$ cat src/hw/rtl/pstbl_pkg.sv
// Shared types, codes and constants of the per-source token bucket limiter.
`timescale 1ns / 1ps
package pstbl_pkg;

   // Table geometry defaults.
   localparam int DEF_TABLE_SLOTS = 4096;
   localparam int DEF_TABLE_WAYS  = 4;

   // Field widths.
   localparam int MODE_W   = 2;
   localparam int FAMILY_W = 2;
   localparam int ADDR_W   = 64;
   localparam int TIME_W   = 48;
   localparam int OUTC_W   = 2;
   localparam int KIND_W   = 2;
   localparam int KEY_W    = 64;
   localparam int TOKEN_W  = 34;
   localparam int CONN_W   = 8;
   localparam int RATE_W   = 16;
   localparam int BURST_W  = 17;
   localparam int HASH_W   = 32;
   localparam int STEP_W   = 5;
   localparam int HALF_T_W = 24;
   localparam int PROD_W   = 40;
   localparam int ADD_W    = 64;

   // Configuration port.
   localparam int CSR_IDX_W  = 2;
   localparam int CSR_DATA_W = 17;
   localparam logic [CSR_IDX_W-1:0] CSR_REFILL_RATE = 2'd0;
   localparam logic [CSR_IDX_W-1:0] CSR_BURST_SIZE  = 2'd1;
   localparam logic [CSR_IDX_W-1:0] CSR_MAX_CONNS   = 2'd2;
   localparam logic [CONN_W-1:0]    MAX_CONNS_RESET = 8'd16;

   // Request modes.
   localparam logic [MODE_W-1:0] MODE_QUERY = 2'd0;
   localparam logic [MODE_W-1:0] MODE_OPEN  = 2'd1;
   localparam logic [MODE_W-1:0] MODE_CLOSE = 2'd2;
   localparam logic [MODE_W-1:0] MODE_NONE  = 2'd3;

   // Address families.
   localparam logic [FAMILY_W-1:0] FAM_V4 = 2'd0;
   localparam logic [FAMILY_W-1:0] FAM_V6 = 2'd1;

   // Slot kinds.
   localparam logic [KIND_W-1:0] KIND_EMPTY = 2'd0;
   localparam logic [KIND_W-1:0] KIND_V4    = 2'd1;
   localparam logic [KIND_W-1:0] KIND_V6    = 2'd2;

   // Outcome codes.
   localparam logic [OUTC_W-1:0] OUTC_EXISTING = 2'd0;
   localparam logic [OUTC_W-1:0] OUTC_NEW      = 2'd1;
   localparam logic [OUTC_W-1:0] OUTC_NO_SLOT  = 2'd2;
   localparam logic [OUTC_W-1:0] OUTC_BYPASS   = 2'd3;

   // Hash and token constants.
   localparam logic [HASH_W-1:0]  FNV_BASIS = 32'd2166136261;
   localparam logic [HASH_W-1:0]  FNV_PRIME = 32'd16777619;
   localparam logic [TOKEN_W-1:0] ONE_TOKEN = 34'd65536;
   localparam logic [STEP_W-1:0]  V4_LAST_BYTE  = 5'd3;
   localparam logic [STEP_W-1:0]  V6_LAST_BYTE  = 5'd15;
   localparam logic [STEP_W-1:0]  MOD_LAST_STEP = 5'd31;

   // One table entry.
   typedef struct packed {
      logic [KIND_W-1:0]  kind;
      logic [KEY_W-1:0]   key;
      logic [TOKEN_W-1:0] tokens;
      logic [TIME_W-1:0]  last_time;
      logic [CONN_W-1:0]  conns;
   } entry_type;

   // Controller states.
   typedef enum logic [3:0] {
      ST_CLEAR,
      ST_IDLE,
      ST_HASH,
      ST_MOD,
      ST_READ,
      ST_SCAN,
      ST_DECIDE,
      ST_ELAPSED,
      ST_MUL_LO,
      ST_MUL_HI,
      ST_SUM,
      ST_SAT,
      ST_WRITE,
      ST_DONE
   } state_type;

   // Controller to datapath.
   typedef struct packed {
      logic ready;
      logic load;
      logic step_clr;
      logic hash_step;
      logic mod_step;
      logic read;
      logic scan_step;
      logic decide;
      logic elapsed;
      logic mul_lo;
      logic mul_hi;
      logic sum;
      logic sat;
      logic mem_write;
      logic emit;
      logic clr_start;
      logic clr_write;
   } dp_cmd_type;

   // Datapath to controller.
   typedef struct packed {
      logic req_valid;
      logic bypass;
      logic cfg_hit;
      logic hash_last;
      logic mod_last;
      logic scan_last;
      logic sets_pow2;
      logic need_bucket;
      logic need_write;
      logic out_free;
      logic clr_last;
   } dp_status_type;

endpackage

$ cat src/hw/rtl/pstbl_ctrl.sv
// Controller state machine that sequences one word through the datapath.
`timescale 1ns / 1ps
module pstbl_ctrl (
   input  logic                     clock,
   input  logic                     reset,
   input  pstbl_pkg::dp_status_type status,
   output pstbl_pkg::dp_cmd_type    cmd
);
   import pstbl_pkg::*;

   state_type state_ff;
   state_type state_in;

   // State register; reset starts with a table clearing pass.
   always_ff @(posedge clock) begin
      if (reset) begin
         state_ff <= ST_CLEAR;
      end else begin
         state_ff <= state_in;
      end
   end

   // Next state.
   always_comb begin
      state_in = state_ff;
      unique case (state_ff)
         ST_CLEAR: begin
            if (status.clr_last) state_in = ST_IDLE;
         end
         ST_IDLE: begin
            if (status.req_valid) state_in = status.bypass ? ST_DONE : ST_HASH;
         end
         ST_HASH: begin
            if (status.hash_last) state_in = status.sets_pow2 ? ST_READ : ST_MOD;
         end
         ST_MOD: begin
            if (status.mod_last) state_in = ST_READ;
         end
         ST_READ:    state_in = ST_SCAN;
         ST_SCAN: begin
            if (status.scan_last) state_in = ST_DECIDE;
         end
         ST_DECIDE: begin
            priority if (status.need_bucket) state_in = ST_ELAPSED;
            else if (status.need_write)      state_in = ST_WRITE;
            else                             state_in = ST_DONE;
         end
         ST_ELAPSED: state_in = ST_MUL_LO;
         ST_MUL_LO:  state_in = ST_MUL_HI;
         ST_MUL_HI:  state_in = ST_SUM;
         ST_SUM:     state_in = ST_SAT;
         ST_SAT:     state_in = ST_WRITE;
         ST_WRITE:   state_in = ST_DONE;
         ST_DONE: begin
            if (status.out_free) state_in = ST_IDLE;
         end
         default:    state_in = ST_CLEAR;
      endcase
      // A register write restarts the clearing pass from any state.
      if (status.cfg_hit) state_in = ST_CLEAR;
   end

   // Command outputs.
   always_comb begin
      cmd = '0;
      unique case (state_ff)
         ST_CLEAR:   cmd.clr_write = 1'b1;
         ST_IDLE: begin
            cmd.ready    = 1'b1;
            cmd.load     = status.req_valid;
            cmd.step_clr = 1'b1;
         end
         ST_HASH: begin
            cmd.hash_step = 1'b1;
            cmd.step_clr  = status.hash_last;
         end
         ST_MOD: begin
            cmd.mod_step = 1'b1;
            cmd.step_clr = status.mod_last;
         end
         ST_READ: begin
            cmd.read     = 1'b1;
            cmd.step_clr = 1'b1;
         end
         ST_SCAN:    cmd.scan_step = 1'b1;
         ST_DECIDE:  cmd.decide    = 1'b1;
         ST_ELAPSED: cmd.elapsed   = 1'b1;
         ST_MUL_LO:  cmd.mul_lo    = 1'b1;
         ST_MUL_HI:  cmd.mul_hi    = 1'b1;
         ST_SUM:     cmd.sum       = 1'b1;
         ST_SAT:     cmd.sat       = 1'b1;
         ST_WRITE:   cmd.mem_write = 1'b1;
         ST_DONE:    cmd.emit      = status.out_free;
         default:    cmd = '0;
      endcase
      cmd.clr_start = status.cfg_hit;
   end

endmodule

$ cat config.mk
export PLATFORM = sky130hd
export DESIGN_NAME = pstbl_ctrl
export DESIGN_NICKNAME = d
export VERILOG_FILES = /design/src/hw/rtl/pstbl_pkg.sv /design/src/hw/rtl/pstbl_ctrl.sv
export SDC_FILE = /design/constraint.sdc
export NUM_CORES = 1
export LEC_CHECK = 0
export BUFFER_PORTS_ARGS = -buffer_cell sky130_fd_sc_hd__buf_2
export CORE_MARGIN = 4
export CORE_UTILIZATION = 25
export DETAILED_ROUTE_END_ITERATION = 8
export HOLD_SLACK_MARGIN = 0.08
export SLEW_MARGIN = 10
export SYNTH_ARGS = -nofsm -noshare
export SYNTH_HDL_FRONTEND = slang
export SYNTH_SLANG_ARGS = --single-unit
export TNS_END_PERCENT = 10
$ cat constraint.sdc
create_clock -name clock -period 3.1 [get_ports clock]
set_input_delay 0.31 -clock clock [delete_from_list [all_inputs] [get_ports clock]]
set_output_delay 0.31 -clock clock [all_outputs]
set_load 0.03 [all_outputs]
# Word-level counts from Yosys, hierarchy flattened
# Index checks and enable logic that the tools add are counted.
# Widths: inputs -> output; s select.
totals:
  reg_bits: 4
  inputBits: 13
  out_inout_bits: 17
  elab_cells: 50
op_classes:
  n_eq_ne: 19
  muxes: 26
  n_reduce_logical: 4
op_table:
  columns: ["cell", "n"]
  rows:
  - ["$pmux 4 s14", 1]
  - ["$mux 4", 8]
  - ["$eq 4x4->1 const B", 6]
  - ["$eq 4x3->1 const B", 4]
  - ["$mux 1", 14]
  - ["$ne 2x2->1 const B", 6]
  - ["$eq 4x2->1 const B", 2]
  - ["$reduce_and 6->1", 1]
  - ["$eq 4x1->1 const B", 1]
  - ["$logic_not 4->1", 1]
  - ["$reduce_or 2->1", 2]
  - ["$mux 3", 1]
  - ["$pmux 1 s3", 1]
  - ["$mux 2", 1]

# Logic depth before layout (Yosys ltp)
logic_depth:
  depth_word: 3
  ltp_mapped: 6
  ltp_nobuf: 5

# Worst setup path after synthesis
# OpenSTA, ideal clock, no wires.
synth_timing:
  path_type: "register to output"
  start: "register state_ff[1]"
  end: "output cmd[15] (netlist bit)"
  arrival_ns: 1.774
  required_time_ns: 2.790
  slack_ns: 1.016
  path_stages_with_launch: 5
  path_buffers: 2
  cell_sequence: "dfxtp_1 buf_4 clkbuf_1 nor3_1 and2_1"
synth_rtl:
  columns: ["element", "line_no", "text"]
  rows:
  - ["start, declared", "pstbl_ctrl.sv:11", "state_type state_ff;"]
  - ["start signal, assigned", "pstbl_ctrl.sv:19", "state_ff <= state_in;"]
  - ["end, declared", "pstbl_ctrl.sv:7", "output pstbl_pkg::dp_cmd_type cmd"]

==> results.md <==
- The kind of critical path is reg -> out.
- The run finished with clean final reports.
- Among the stages of the critical path, the cell type that occurs most often is sky130_fd_sc_hd__nor2_1.
- The area growth from synthesis to layout is 28.4%.
- The number of different library cells in the post-synthesis netlist is 33.
- The clock buffer count from CTS is 3.
- For this run, global-route usage on met3 was measured as 0.0327.
- Of the total synthesized cell area, the portion taken by full adders, half adders and majority gates is 0.
- After the last flow step, the layout net total stands at 119.
- Using the TritonRoute via totals, the vias-per-cell ratio works out to 4.99.
- The quantity of I/O buffers inserted on ports is 29.
- On the final layout, the worst clock skew is 0.00108 ns.
- After legalization and detailed placement, the total HPWL measured 1190 µm.
- The per-cell routed wire length is 12.0 µm.
- Max-cap violations in this run came to 0.
- The width of the die is 54.8 µm.
- Clock-pin slew was measured on the worst setup and hold paths at 0.04 ns.
- Of the total synthesized cell area, the portion taken by AND, OR, NAND and NOR gates is 0.412.
- After layout, the minimum clock period comes to 2.04 ns.
- Measured against its own limit, the worst slew margin works out to 0.579.
- The number of detailed-route iterations in the first pass is 4.
- The endpoint arrival time on the critical path is 1.73 ns.
- The global router's overall resource usage is 0.111.
- In this run the worst path has a maximum fanout of 20.
- Gates resized during post-CTS repair numbered 0.
- The family of cells with the greatest summed delay on the critical path is flip-flops.
- The die covers 0.00300 mm².
- The max-slew violation count is 0.
- Summed over all failing endpoints, the final setup total negative slack is 0 ns.
- The overflow left after global routing is 0.
- The cell count after synthesis is 80.
- In this run the number of H-tree levels came out at 1.
- The clock network latency to the later pin of the worst-skew pair is 0.23 ns.
- The most heavily used metal layer in global routing is met2.
- sky130_fd_sc_hd__dfxtp_1 takes more of the synthesized area than any other cell.
- Synthesis inferred 4 register bits.
- STA classifies the critical path endpoint as a primary output.
- The share of the clock period used by the worst path after layout is 0.657.
- Counting along the longest clock path gives a buffer depth of 2.
- By area the synthesized netlist is led by sky130_fd_sc_hd__dfxtp_1 15%, sky130_fd_sc_hd__nor3_1 9.2%, sky130_fd_sc_hd__nor2_1 7.6%.
- The final-report setup violation count is 0.
- Summing all multi-input logic gate instances after layout gives 413 µm².
- The total via count in the routed design is 654.
- The register with the most flip-flops in the final layout is state_ff.
- The routing usage on met1 is 0.152.
- The leakage power is 0.294 nW.
- The first-iteration detailed-routing DRC count is 15.
- At the worst endpoint, the required time is 2.79 ns.
- In the final layout, flip-flops and latches occupy 80.1 µm².
- The cell at the root of the clock tree is sky130_fd_sc_hd__clkbuf_4.
- The core box area is 0.00202 mm².
- The congestion estimate from routability-driven global placement came to 0.768.
- Setup repair after global routing left no endpoint under its margin.
- The first global-routing pass estimated 2440 µm of wire.
- The starting density of the core is 0.270.
- The number of diodes is 0.
- The non-filler instance count after layout is 131.
- In the final layout, the registers with the most flip-flops are state_ff: 4 flops.
- The number of global-route vias before repair is 540.
- The tree built by TritonCTS fans out to 4 sinks.
- The min-delay analysis places its worst path in the category in -> reg.
- The average instance area after synthesis is 6.83 µm².
- The count of filler cells inserted in the layout is 217.
- For this run, design rule violations remaining after detail routing come to 0.
- For this run, the top clock speed supported by timing is 0.491 GHz.
- Traced cell by cell, the critical path runs through nor2b_1, a22oi_1, nor2_1, nor2_1, nor2_1, buf_2.
- The number of flip-flops in the largest register is 4.
- The initial antenna violation count came to 0.
- The die height is 54.8 µm.
- The final hold violation count came to 0.
- IR analysis of the VDD net gives a maximum drop of 0.000158 V.
- The count of nets left with antenna violations once routing finished came out at 0.
- The fraction of the mapped netlist area in compound gates was 0.286.
- The main combinational cell family by area after synthesis is simple AND/OR/NAND/NOR gates.
- The slowest stage of the critical path is the sky130_fd_sc_hd__dfxtp_1 cell.
- For this run, the number of Yosys warnings is 0.
- The floorplan row count is 16.
- Together, buffers and inverters on the worst path number 1.
- The maximum cell stage delay along the critical path is 0.71 ns.
- Summing every instance area after synthesis gives 547 µm².
- The CTS tree is yes.
- The number of buffers inserted by post-CTS setup repair is 0.
- STA classifies the critical path startpoint as a flip-flop.
- Entering global routing, the biggest net connects 22 pins.
- The quantity of hold-fixing buffers added after cts is 0.
- The number of nets in the synthesized netlist is 93.
- For this design the top-level I/O count stands at 30.
- For this run, the register share of the synthesized area comes to 0.146.
- For met2 alone, demand over resource in global routing was 0.169.
- The portion of synthesized area spent on multiplexers is 0.0572.
- Of the total synthesized cell area, the portion taken by XOR and XNOR cells is 0.
- In this run, placement finished with an instance count of 128.
- The wire length reported by the detailed router is 1580 µm.
- In this run the power density over the cells is 258 mW/mm².
- The slew of the pin with the lowest slew margin is 0.630 ns.
- The proportion of netlist area held by the largest area contributor is 0.146.
- The fraction of final layout cells sized beyond drive strength 1 is 0.375.
area by class of cell:
cell class,instances,share of cell area
Sequential cell,4,0.114
Timing Repair Buffer,29,0.207
Inverter,2,0.0107
Multi-Input combinational cell,66,0.588
Tap cell,27,0.0481
Clock buffer,3,0.0321
per-stage QoR:
step                      worst slack (ns)  hold slack (ns)  utilization  area (µm²)  total power [mW]
final                                 1.06            0.290        0.347         702             0.181
after global routing                 0.832            0.307        0.347         702             0.195
after CTS                             1.05            0.282        0.347         702             0.186
after detailed placement              1.13            0.529        0.336         679             0.120
after global placement                1.25            0.523        0.336         679             0.119
after floorplan                       1.02            0.379            -         547             0.102
worst register-to-register path, cell delays in order, from the launching register on:
cell and delay, ns:
sky130_fd_sc_hd__dfxtp_1 0.71, sky130_fd_sc_hd__mux2i_1 0.29, sky130_fd_sc_hd__a221oi_2 0.10, sky130_fd_sc_hd__o2bb2ai_2 0.31
sky130_fd_sc_hd__nor3_2 0.11, sky130_fd_sc_hd__a2111oi_2 0.33
per-layer routing:
metal / up-vias / routed length, µm
li1: 337 / -
met1: 279 / 693
met2: 38 / 675
met3: 0 / 208
met4: 0 / 0
met5: - / 0
cells in the final DEF (no fill, tap or decap), types with 2 or more instances in the layout:
cell type	instances
sky130_fd_sc_hd__a21oi_1	5
sky130_fd_sc_hd__buf_2	29
sky130_fd_sc_hd__clkbuf_4	3
sky130_fd_sc_hd__dfxtp_1	4
sky130_fd_sc_hd__mux2i_1	2
sky130_fd_sc_hd__nand2_1	6
sky130_fd_sc_hd__nand2b_1	5
sky130_fd_sc_hd__nand3_1	2
sky130_fd_sc_hd__nor2_1	11
sky130_fd_sc_hd__nor2b_1	3
sky130_fd_sc_hd__nor3_1	10
sky130_fd_sc_hd__o21ai_0	4
sky130_fd_sc_hd__o22a_1	2
Yosys cell counts:
cell type,n
sky130_fd_sc_hd__o22ai_1,1
sky130_fd_sc_hd__a2111oi_2,1
sky130_fd_sc_hd__buf_2,1
sky130_fd_sc_hd__and2_1,1
sky130_fd_sc_hd__nor2_1,11
sky130_fd_sc_hd__nor2b_1,3
sky130_fd_sc_hd__mux2_1,1
sky130_fd_sc_hd__nand2_1,6
sky130_fd_sc_hd__buf_4,2
sky130_fd_sc_hd__mux2i_1,2
sky130_fd_sc_hd__and4bb_2,1
sky130_fd_sc_hd__clkinv_1,1
sky130_fd_sc_hd__o211ai_1,1
sky130_fd_sc_hd__a221oi_2,1
sky130_fd_sc_hd__o22a_1,2
sky130_fd_sc_hd__o32a_1,1
sky130_fd_sc_hd__nor4_1,1
sky130_fd_sc_hd__inv_1,1
sky130_fd_sc_hd__a221oi_1,1
sky130_fd_sc_hd__nor3_1,10
sky130_fd_sc_hd__nand2b_1,5
sky130_fd_sc_hd__clkbuf_1,4
sky130_fd_sc_hd__o21ai_0,4
sky130_fd_sc_hd__and2b_4,1
sky130_fd_sc_hd__o21ai_2,1
sky130_fd_sc_hd__a22oi_1,1
sky130_fd_sc_hd__o2bb2ai_2,1
sky130_fd_sc_hd__nor3_2,1
sky130_fd_sc_hd__a21oi_1,5
sky130_fd_sc_hd__dfxtp_1,4
sky130_fd_sc_hd__buf_6,1
sky130_fd_sc_hd__or3_1,1
sky130_fd_sc_hd__nand3_1,2
final timing paths:
check	endpoint	depth (start not counted)	slack, ns	startpoint
max	cmd[14]	6	1.06	state_ff[1]
max reg2reg	state_ff[0]	5	1.14	state_ff[1]
min	state_ff[0]	2	0.29	reset
min reg2reg	state_ff[2]	2	0.78	state_ff[1]
cell families (layout without fill, tap and decap cells):
family,after synthesis,count (layout)
compound gates,20,20
flops,4,4
simple gates,43,43
mux,3,3
buf+inv,10,34
power by group:
group | internal [mW] | switching (mW) | total, mW | leakage [nW]
clock network | 0.0431 | 0.0187 | 0.0618 | 0.0138
registers | 0.0532 | 0.00653 | 0.0597 | 0.0324
logic | 0.0246 | 0.0348 | 0.0594 | 0.248
Power figures use the tool's default switching activity.
